### config.mk
export PLATFORM = sky130hd
export DESIGN_NAME = indexed_deque_engine
export DESIGN_NICKNAME = d
export VERILOG_FILES = /design/src/hdl/ide_pkg.sv /design/src/hdl/indexed_deque_engine.sv /design/src/hdl/ide_cell.sv
export SDC_FILE = /design/constraint.sdc
export NUM_CORES = 2
export LEC_CHECK = 0
export BUFFER_PORTS_ARGS = -buffer_cell sky130_fd_sc_hd__buf_2
export CAP_MARGIN = 20
export CELL_PAD_IN_SITES_DETAIL_PLACEMENT = 0
export CELL_PAD_IN_SITES_GLOBAL_PLACEMENT = 1
export CORE_UTILIZATION = 25
export CTS_CLUSTER_SIZE = 28
export DETAILED_ROUTE_END_ITERATION = 6
export PLACE_DENSITY_LB_ADDON = 0.1
export SYNTH_ARGS = -nofsm -noshare
export SYNTH_HDL_FRONTEND = slang
export SYNTH_SLANG_ARGS = --single-unit
### constraint.sdc
create_clock -name clk -period 13.6 [get_ports clk]
set_input_delay 2.04 -clock clk [delete_from_list [all_inputs] [get_ports clk]]
set_output_delay 2.04 -clock clk [all_outputs]
set_load 0.02 [all_outputs]
### src/hdl/ide_pkg.sv
// Shared constants, payload structs and control types for the indexed deque engine.
package ide_pkg;

  localparam int DEPTH      = 64;
  localparam int ELEM_WIDTH = 32;

  localparam int POS_W = (DEPTH > 1) ? $clog2(DEPTH) : 1;
  localparam int CNT_W = $clog2(DEPTH + 1);
  localparam int IDX_W = 7;
  localparam int VAL_W = 32;
  localparam int ST_W  = 2;
  localparam int LEN_W = 7;
  localparam int CMP_W = (IDX_W > CNT_W) ? IDX_W : CNT_W;

  // read-data reduction: groups of cells ORed and registered, then the groups ORed
  localparam int GRP  = 8;
  localparam int NGRP = (DEPTH + GRP - 1) / GRP;

  typedef enum logic [2:0] {
    OP_PUSH_BACK  = 3'd0,
    OP_POP_BACK   = 3'd1,
    OP_PUSH_FRONT = 3'd2,
    OP_POP_FRONT  = 3'd3,
    OP_READ       = 3'd4,
    OP_WRITE      = 3'd5,
    OP_INSERT     = 3'd6,
    OP_DELETE     = 3'd7
  } op_t;

  typedef enum logic [ST_W-1:0] {
    ST_OK    = 2'd0,
    ST_RANGE = 2'd1,
    ST_FULL  = 2'd2
  } status_t;

  typedef enum logic [1:0] {
    C_HOLD       = 2'd0,
    C_LOAD       = 2'd1,
    C_FROM_LEFT  = 2'd2,
    C_FROM_RIGHT = 2'd3
  } cell_cmd_t;

  typedef struct packed {
    cell_cmd_t cmd;
    logic      rd_sel;
  } cell_ctl_t;

  typedef struct packed {
    op_t              operation;
    logic [IDX_W-1:0] index;
    logic [VAL_W-1:0] value;
  } ide_in_t;

  typedef struct packed {
    logic [VAL_W-1:0] result_value;
    logic [ST_W-1:0]  status;
    logic [LEN_W-1:0] length;
  } ide_out_t;

endpackage

### src/hdl/indexed_deque_engine.sv
// Indexed deque engine: top level with request decode, the cell chain and result path.
//
// An ordered list of up to DEPTH elements held in a chain of cells, one element
// per cell, with logical position 0 in cell 0. The cells update at the edge that
// accepts a request beat, so push, pop, write, insert and delete modify the list
// at acceptance, and a read leaves it as it is; insert and delete move every
// element behind the index by one cell through the neighbor links. Each request
// returns one result beat: the selected element is ORed in groups of eight cells
// registered at the accepting edge, then the groups are combined into the output
// register, which holds the beat while the result side stalls.
// A new request is accepted every cycle while the result side keeps taking beats;
// a stalled result lets one more request in and then stalls the input. No clearing
// is needed after reset: only cells below the current length are ever read.
module indexed_deque_engine (
  input  logic              clk,
  input  logic              rst_n,
  input  logic              in_valid,
  output logic              in_stall,
  input  ide_pkg::ide_in_t  in_data,
  output logic              out_valid,
  input  logic              out_stall,
  output ide_pkg::ide_out_t out_data
);
  import ide_pkg::*;

  typedef enum logic [1:0] {
    M_NONE  = 2'd0,
    M_WRITE = 2'd1,
    M_OPEN  = 2'd2,
    M_CLOSE = 2'd3
  } mode_t;

  logic [CNT_W-1:0]      cnt_r;
  logic [CNT_W-1:0]      cnt_nxt;
  logic                  pend_r;
  logic                  out_valid_r;
  ide_out_t              out_r;
  ide_out_t              out_nxt;
  logic [ELEM_WIDTH-1:0] grp_r   [NGRP];
  logic [ELEM_WIDTH-1:0] grp_nxt [NGRP];
  logic [ST_W-1:0]       st_r;
  logic [LEN_W-1:0]      len_r;

  logic                  acc;
  logic                  move;
  logic [CMP_W-1:0]      cmp_idx;
  logic [CMP_W-1:0]      cmp_cnt;
  logic                  empty;
  logic                  full;
  status_t               st;
  mode_t                 mode;
  logic [POS_W-1:0]      pos;
  logic                  rd_en;
  logic [POS_W-1:0]      rd_pos;
  logic [ELEM_WIDTH-1:0] new_val;
  logic [ELEM_WIDTH-1:0] red;

  cell_ctl_t             ctl    [DEPTH];
  logic [ELEM_WIDTH-1:0] cell_q [DEPTH];
  logic [ELEM_WIDTH-1:0] rd_val [DEPTH];

  assign move     = pend_r && (!out_valid_r || !out_stall);
  assign in_stall = pend_r && !move;
  assign acc      = in_valid && !in_stall;
  assign new_val  = ELEM_WIDTH'(in_data.value);

  // request decode and checks
  always_comb begin
    cmp_idx = CMP_W'(in_data.index);
    cmp_cnt = CMP_W'(cnt_r);
    empty   = (cnt_r == '0);
    full    = (cnt_r == CNT_W'(DEPTH));
    st      = ST_OK;
    mode    = M_NONE;
    pos     = '0;
    rd_en   = 1'b0;
    rd_pos  = '0;
    cnt_nxt = cnt_r;
    unique case (in_data.operation)
      OP_PUSH_BACK: begin
        if (full) begin
          st = ST_FULL;
        end else begin
          mode    = M_WRITE;
          pos     = cnt_r[POS_W-1:0];
          cnt_nxt = cnt_r + CNT_W'(1);
        end
      end
      OP_POP_BACK: begin
        if (empty) begin
          st = ST_RANGE;
        end else begin
          rd_en   = 1'b1;
          rd_pos  = POS_W'(cnt_r - CNT_W'(1));
          cnt_nxt = cnt_r - CNT_W'(1);
        end
      end
      OP_PUSH_FRONT: begin
        if (full) begin
          st = ST_FULL;
        end else begin
          mode    = M_OPEN;
          cnt_nxt = cnt_r + CNT_W'(1);
        end
      end
      OP_POP_FRONT: begin
        if (empty) begin
          st = ST_RANGE;
        end else begin
          mode    = M_CLOSE;
          rd_en   = 1'b1;
          cnt_nxt = cnt_r - CNT_W'(1);
        end
      end
      OP_READ: begin
        if (cmp_idx >= cmp_cnt) begin
          st = ST_RANGE;
        end else begin
          rd_en  = 1'b1;
          rd_pos = POS_W'(in_data.index);
        end
      end
      OP_WRITE: begin
        if (cmp_idx >= cmp_cnt) begin
          st = ST_RANGE;
        end else begin
          mode = M_WRITE;
          pos  = POS_W'(in_data.index);
        end
      end
      OP_INSERT: begin
        // range is checked before fullness
        if (cmp_idx > cmp_cnt) begin
          st = ST_RANGE;
        end else if (full) begin
          st = ST_FULL;
        end else begin
          mode    = M_OPEN;
          pos     = POS_W'(in_data.index);
          cnt_nxt = cnt_r + CNT_W'(1);
        end
      end
      OP_DELETE: begin
        if (cmp_idx >= cmp_cnt) begin
          st = ST_RANGE;
        end else begin
          mode    = M_CLOSE;
          pos     = POS_W'(in_data.index);
          rd_en   = 1'b1;
          rd_pos  = POS_W'(in_data.index);
          cnt_nxt = cnt_r - CNT_W'(1);
        end
      end
      default: st = ST_OK;
    endcase
  end

  for (genvar k = 0; k < DEPTH; k++) begin : g_cell
    localparam logic [POS_W-1:0] KPOS = POS_W'(k);
    logic [ELEM_WIDTH-1:0] left_in;
    logic [ELEM_WIDTH-1:0] right_in;

    if (k == 0) begin : g_first
      assign left_in = '0;
    end else begin : g_mid_l
      assign left_in = cell_q[k-1];
    end

    // last cell has no right neighbor; it falls beyond the length after a close
    if (k == DEPTH - 1) begin : g_last
      assign right_in = cell_q[k];
    end else begin : g_mid_r
      assign right_in = cell_q[k+1];
    end

    always_comb begin
      ctl[k].cmd    = C_HOLD;
      ctl[k].rd_sel = rd_en && (rd_pos == KPOS);
      if (acc) begin
        unique case (mode)
          M_WRITE: begin
            if (KPOS == pos) ctl[k].cmd = C_LOAD;
          end
          M_OPEN: begin
            if (KPOS == pos) begin
              ctl[k].cmd = C_LOAD;
            end else if (KPOS > pos) begin
              ctl[k].cmd = C_FROM_LEFT;
            end
          end
          M_CLOSE: begin
            if (KPOS >= pos) ctl[k].cmd = C_FROM_RIGHT;
          end
          default: ctl[k].cmd = C_HOLD;
        endcase
      end
    end

    ide_cell u_cell (
      .clk       (clk),
      .ctl       (ctl[k]),
      .load_val  (new_val),
      .left_val  (left_in),
      .right_val (right_in),
      .q         (cell_q[k]),
      .rd_val    (rd_val[k])
    );
  end

  // first level of the read-out OR: one group of cells each, pre-update values
  always_comb begin
    for (int g = 0; g < NGRP; g++) begin
      grp_nxt[g] = '0;
      for (int j = 0; j < GRP; j++) begin
        if (g * GRP + j < DEPTH) grp_nxt[g] = grp_nxt[g] | rd_val[g * GRP + j];
      end
    end
  end

  always_comb begin
    red = '0;
    for (int g = 0; g < NGRP; g++) begin
      red = red | grp_r[g];
    end
    out_nxt.result_value = VAL_W'(red);
    out_nxt.status       = st_r;
    out_nxt.length       = len_r;
  end

  always_ff @(posedge clk) begin
    if (!rst_n) begin
      cnt_r       <= '0;
      pend_r      <= 1'b0;
      out_valid_r <= 1'b0;
    end else begin
      if (acc) cnt_r <= cnt_nxt;
      if (acc) begin
        pend_r <= 1'b1;
      end else if (move) begin
        pend_r <= 1'b0;
      end
      if (move) begin
        out_valid_r <= 1'b1;
      end else if (!out_stall) begin
        out_valid_r <= 1'b0;
      end
    end
  end

  always_ff @(posedge clk) begin
    if (acc) begin
      grp_r <= grp_nxt;
      st_r  <= st;
      len_r <= LEN_W'(cnt_nxt);
    end
    if (move) out_r <= out_nxt;
  end

  assign out_valid = out_valid_r;
  assign out_data  = out_r;

endmodule

### src/hdl/ide_cell.sv
// One storage cell of the element chain: holds, loads, or takes a neighbor's element.
module ide_cell (
  input  logic                           clk,
  input  ide_pkg::cell_ctl_t             ctl,
  input  logic [ide_pkg::ELEM_WIDTH-1:0] load_val,
  input  logic [ide_pkg::ELEM_WIDTH-1:0] left_val,
  input  logic [ide_pkg::ELEM_WIDTH-1:0] right_val,
  output logic [ide_pkg::ELEM_WIDTH-1:0] q,
  output logic [ide_pkg::ELEM_WIDTH-1:0] rd_val
);
  import ide_pkg::*;

  logic [ELEM_WIDTH-1:0] elem_r;
  logic [ELEM_WIDTH-1:0] elem_nxt;

  always_comb begin
    unique case (ctl.cmd)
      C_HOLD:       elem_nxt = elem_r;
      C_LOAD:       elem_nxt = load_val;
      C_FROM_LEFT:  elem_nxt = left_val;
      C_FROM_RIGHT: elem_nxt = right_val;
      default:      elem_nxt = elem_r;
    endcase
  end

  always_ff @(posedge clk) begin
    elem_r <= elem_nxt;
  end

  assign q      = elem_r;
  assign rd_val = ctl.rd_sel ? elem_r : '0;

endmodule

### Word level (Yosys, flattened, before mapping)

Index checks and enable logic that the tools add are counted.

| word-level totals | value |
|---|---|
| register bits | 2363 |
| logic and storage cells | 1295 |
| output and inout bits | 43 |
| bits of input ports | 46 |

| operators by class | value |
|---|---|
| multiplexer cells | 543 |
| equality and inequality tests | 330 |
| reductions and logical operators | 147 |
| bitwise operators | 63 |
| magnitude comparators | 130 |
| add/sub/neg operators | 2 |

Operators by type and width:

| operator | count |
|---|---|
| 32-bit case mux with 3 select lines | 63 |
| 32-bit 2-to-1 mux | 64 |
| 32-bit bitwise OR | 63 |
| 2-bit 2-to-1 mux | 262 |
| 2-bit case mux with 3 select lines | 64 |
| 2-bit == test, second input constant | 130 |
| 6-bit == test, first input constant | 32 |
| 6-bit == test, second input constant | 32 |
| 6-bit greater-or-equal comparator, first input constant | 32 |
| 6-bit greater-than comparator, first input constant | 32 |
| 2-bit by 1-bit == test with 1-bit output, second input constant | 65 |
| 2-bit logical NOT | 64 |
| 5-bit by 6-bit == test with 1-bit output, first input constant | 16 |
| 6-bit by 5-bit == test with 1-bit output, second input constant | 16 |
| 5-bit by 6-bit greater-or-equal comparator with 1-bit output, first input constant | 16 |
| 5-bit by 6-bit greater-than comparator with 1-bit output, first input constant | 16 |
| 1-bit 2-to-1 mux | 74 |
| 1-bit logical AND | 67 |
| 32-bit case mux with 2 select lines | 1 |
| 4-bit by 6-bit == test with 1-bit output, first input constant | 8 |
| 6-bit by 4-bit == test with 1-bit output, second input constant | 8 |
| 4-bit by 6-bit greater-or-equal comparator with 1-bit output, first input constant | 8 |
| 4-bit by 6-bit greater-than comparator with 1-bit output, first input constant | 8 |
| 6-bit 2-to-1 mux | 5 |
| 36 further kinds | 69 |

### Logic depth before layout (Yosys ltp)

| depth | value |
|---|---|
| depth after elaboration | 13 |
| depth in mapped cells | 17 |
| mapped depth without buffers | 12 |

### By module

A second synthesis with hierarchy kept.

| unflattened totals | value |
|---|---|
| cell total of the unflattened synthesis | 13108 |
| area total of the unflattened synthesis | 138893.2 µm² |

By module, submodules not included:

| module | cells an instance | instances | sequential area each (µm²) | area each (µm²) |
|---|---|---|---|---|
| ide_cell | 175 | 64 | 960.9 | 1884.3 |
| indexed_deque_engine | 1908 | 1 | 9369.0 | 18297.5 |

### Least setup slack after synthesis

No wires, ideal clock.

| timing path | value |
|---|---|
| path type | in2reg |
| start | input port out_stall |
| end | register g_cell[33].u_cell.elem_r[0], enable pin |
| cell stages on the path | 7 |
| data required time | 13209 ps |
| slack | 2137 ps |
| path buffers | 2 |
| setup time | 391 ps |
| data arrival time | 11072 ps |
| cells stage by stage | nand3_1 > nand2_1 > inv_1 > clkbuf_1 > clkbuf_1 > nand2_1 > nand2_1 |

| on the way | value |
|---|---|
| cells in the longest elaborated chain, start to end | 9 |

Ends and longest elaborated chain:

| element | RTL line | source |
|---|---|---|
| from (decl) | indexed_deque_engine.sv:21 | `input logic out_stall,` |
| 1-bit logical NOT | n/a |  |
| 1-bit logical OR | indexed_deque_engine.sv:62 | `assign move = pend_r && (!out_valid_r \|\| !out_stall);` |
| 1-bit logical AND | indexed_deque_engine.sv:62 |  |
| 1-bit logical NOT | indexed_deque_engine.sv:63 | `assign in_stall = pend_r && !move;` |
| 1-bit logical AND | indexed_deque_engine.sv:63 |  |
| 1-bit logical NOT | indexed_deque_engine.sv:64 | `assign acc = in_valid && !in_stall;` |
| 1-bit logical AND | indexed_deque_engine.sv:64 |  |
| named net acc | indexed_deque_engine.sv:44 | `logic acc;` |
| 2-bit 2-to-1 mux | indexed_deque_engine.sv:179 | `if (acc) begin` |
| 2-bit logical NOT | ide_cell.sv:17 | `unique case (ctl.cmd)` |
| to (signal assigned) | ide_cell.sv:27 | `elem_r <= elem_nxt;` |
| to (decl) | ide_cell.sv:13 | `logic [ELEM_WIDTH-1:0] elem_r;` |

The timed path passes the listed nets, and every way through them passes these cells.
A chain may end at the register's enable or synchronous reset.

### Final worst setup path

| timing path | value |
|---|---|
| start | input port in_data[32] (netlist bit) |
| end | register g_cell[11].u_cell.elem_r[5], enable pin |

| on the way | value |
|---|---|
| cells in the longest elaborated chain, start to end | 9 |
| elaborated cells on any way between the ends | 23 |
| those cells by class | order compare (4); eq/ne (4); mux (14); reduce/logical (1) |

Ends and longest elaborated chain:

| element | RTL line | source |
|---|---|---|
| from (decl) | indexed_deque_engine.sv:19 | `input ide_pkg::ide_in_t in_data,` |
| 7-bit greater-or-equal comparator, or another cell as far along | indexed_deque_engine.sv:124, indexed_deque_engine.sv:144 |  |
| 6-bit 2-to-1 mux (on tied branches) | indexed_deque_engine.sv:124, indexed_deque_engine.sv:144, indexed_deque_engine.sv:133 |  |
| 6-bit case mux with 3 select lines | indexed_deque_engine.sv:79 | `unique case (in_data.operation)` |
| 4-bit by 6-bit greater-than comparator with 1-bit output | indexed_deque_engine.sv:187 | `end else if (KPOS > pos) begin` |
| 2-bit 2-to-1 mux | indexed_deque_engine.sv:187 |  |
| 2-bit 2-to-1 mux | indexed_deque_engine.sv:185 | `if (KPOS == pos) begin` |
| 2-bit case mux with 3 select lines * | indexed_deque_engine.sv:180 | `unique case (mode)` |
| 2-bit 2-to-1 mux * | indexed_deque_engine.sv:179 |  |
| 2-bit logical NOT * | ide_cell.sv:17 |  |
| to (signal assigned) | ide_cell.sv:27 |  |
| to (decl) | ide_cell.sv:13 |  |

Every way passes the cells marked *; elsewhere a longest branch is shown, timed or not.

==> metrics.cfg <==
[clock_network]
cts_tree = yes
cts_buffers = 309
htree_levels = 5
hold_buffers = 0
root_buffer = clkbuf_16
worst_skew_pair.late_latency_ns = 1.03
cts_buffer_depth = 4
clkTransAtPathRegs_ns = 0.06
ctsResizeCount = 0
clkSinkCount = 2363
post-cts-setup-buffers = 0

[logic_synthesis]
netlist_area_sq_um = 127000
synthTopCellsByCount = edfxtp_1 (2354), nand2_1 (1558), nor2_1 (1074)
ys_seq_area_share_pct = 55.7
avgSynthCellArea_sq_um = 10.9
synthAdderAreaFrac_pct = 0.118
synth_top_family_by_area = compound AO/OA/AOI/OAI gates
netlist.area_leader.share_pct = 55.5
yosys_most_used_dff = edfxtp_1
yosysMostFrequentCell = edfxtp_1
syn_nets = 11700
yosys.area_share.simple_pct = 11.7
synthMuxAreaShare_pct = 10.5
synth_compound_area_share_pct = 17.8
yosys_warnings = 0
async_reset_ff_share_pct = 0
synth_top_cell_by_area = edfxtp_1
syn_inst = 11600
ys_seq_elements = 2363
synth_area_leaders = edfxtp_1 (56%), mux2i_1 (8.2%), nand2_1 (4.6%)
yosys.area_share.xor_xnor_pct = 0.0344
yosysUniqueCellTypes = 108
synth_edf_count = 2354

[worst_setup_path]
startpoint_type = primary input
slowest_delay_ns = 0.69
crit_fanout = 33
crit_path_top_delay_cell = buf_4
crit_chain = buf_2 -> inv_1 -> ha_1 -> nand2b_1 -> a211oi_4 -> o21ai_2 -> a21o_2 -> buf_4 -> nor2_1 -> nand2_1 -> o22ai_4 -> buf_4 -> a21oi_1 -> nor2_4 -> buf_4
critPathKind = in -> reg
cp-end-kind = flip-flop
required_ns = 14.22
crit_top_cell = buf_4
arrival_ns = 7.72

[routing]
vias_per_cell = 5.81
dr.pass1.iters = 7
ant_nets = 0
vias = 106000
drt-initial-drc-count = 17300
drc_errors = 10
wirelength_microns = 727000
wl_per_cell_microns = 39.8

[timing]
hold_viol = 0
setup_viol = 0
clock_skew_ns = 0.0968
fin_crit_sh_pct = 52.2
fmax_mhz = 141
final-max-slew-violation-count = 0
tightestPinTransition_ns = 1.26
period_minus_slack_ns = 7.10
rsz0062_at_grt = false
relSlewSlack_pct = 15.3
tns_ns = 0

[floorplan]
pin_count = 89
die_y_microns = 716
core-area_sq_um = 506000
floorplan.rows = 261
dieArea_sq_um = 512000
start_util_pct = 25.1
die_width_microns = 716

[grt]
grt_overflow = 0
grt_max_degree = 85
grt_pass1_vias = 96800
grt_use_total_pct = 27.4
grt_pass1_wl_microns = 959000
antenna_found_initial = 57

[final_layout]
fillers = 51900
multi_input_area_sq_um = 53200
final_net_count = 11400
regArea_sq_um = 70900
drive_above_1_share_pct = 12.8
layout.cells.non_filler = 18300
syn2layout_area_growth_pct = 14.5

[power]
p_leak_nw = 49.3
vdd_drop_max_mv = 0.0971
powerDensity_nw_per_um2 = 136
p_total_mw = 19.9

[run_status]
outcome = finished with violations
violations = DRC

[placed_design]
place.gp.congestion = 0.901
portBuffers = 88
hpwl_microns = 488000
dp.cells = 17700

[flow_run]
maxCapViolations = 0

[min_path]
hold_path_class = reg -> reg

[layout by cell type (no fill, tap or decap), types with 313 or more instances in the layout]
master and count:
nand2_1 1551, edfxtp_1 2354, a22oi_1 628, clkbuf_16 313, buf_4 435, a31oi_1 352
mux2i_1 1049, o21ai_0 679, nor2_1 1002, a21oi_1 482
[per-layer routing]
layer | global-route usage, % | part of all wire [%]
met3 | 6.60 | 10
met1 | 40.7 | 46
met2 | 39.0 | 41
met5 | 0.179 | 0.034
met4 | 7.54 | 3.2
[worst max-delay path, delay by kind of cell]
kind            cells  cell delay (ns)
compound gates      5             1.67
simple gates        4             1.43
fa+ha+maj           1             0.32
buf+inv             5             2.07
[flip-flops by register name, indices dropped and copies added, names as in the netlist]
name,flops
len_r,7
pend_r,1
g_cell.u_cell.q,2048
out_valid,1
out_data,41
grp_r,256
st_r,2
cmp_cnt,7
[cell type report]
| cell class | count | share of cell area [%] |
|---|---|---|
| inverter | 53 | 0.142 |
| antenna | 23 | 0.0395 |
| timing repair buffer | 504 | 2.58 |
| clock inverter | 158 | 0.803 |
| multi-input combinational | 8067 | 36.5 |
| sequential | 2363 | 48.6 |
| tap | 6706 | 5.76 |
| clock buffer | 385 | 5.56 |
[cells by family (layout without fill, tap and decap cells)]
| logic type | Yosys count | after routing |
|---|---|---|
| simple gates | 3475 | 3475 |
| fa+ha+maj | 12 | 12 |
| flops | 2363 | 2363 |
| compound gates | 3270 | 3270 |
| xor+xnor | 5 | 5 |
| other cells | 0 | 23 |
| buf+inv | 1214 | 1100 |
| mux | 1305 | 1305 |
[final timing paths]
path	depth (start not counted)	slack (ns)	to	start
max	15	6.50	g_cell[11].u_cell.q[5]	in_data[32]
min	0	0.43	out_data[3]	len_r[3]
max reg2reg	14	6.93	g_cell[19].u_cell.q[0]	cmp_cnt[4]
min reg2reg	0	0.43	out_data[3]	len_r[3]
[where the power goes]
group          switching (mW)  internal [mW]
logic                    1.84          0.737
clock network            3.57           4.38
registers               0.647           8.68
[metrics by stage]
stage                     cell area [sq um]  utilization, %  hold slack (ns)  setup slack (ns)
after CTS                            146000            28.8            0.421              6.57
after floorplan                      127000               -            0.400              2.14
after global routing                 146000            28.8            0.423              6.41
after detailed placement             136000            26.9            0.408              5.51
after global placement               136000            26.9            0.403              5.45
final                                146000            28.8            0.426              6.50
(Power assumes the default switching activity.)
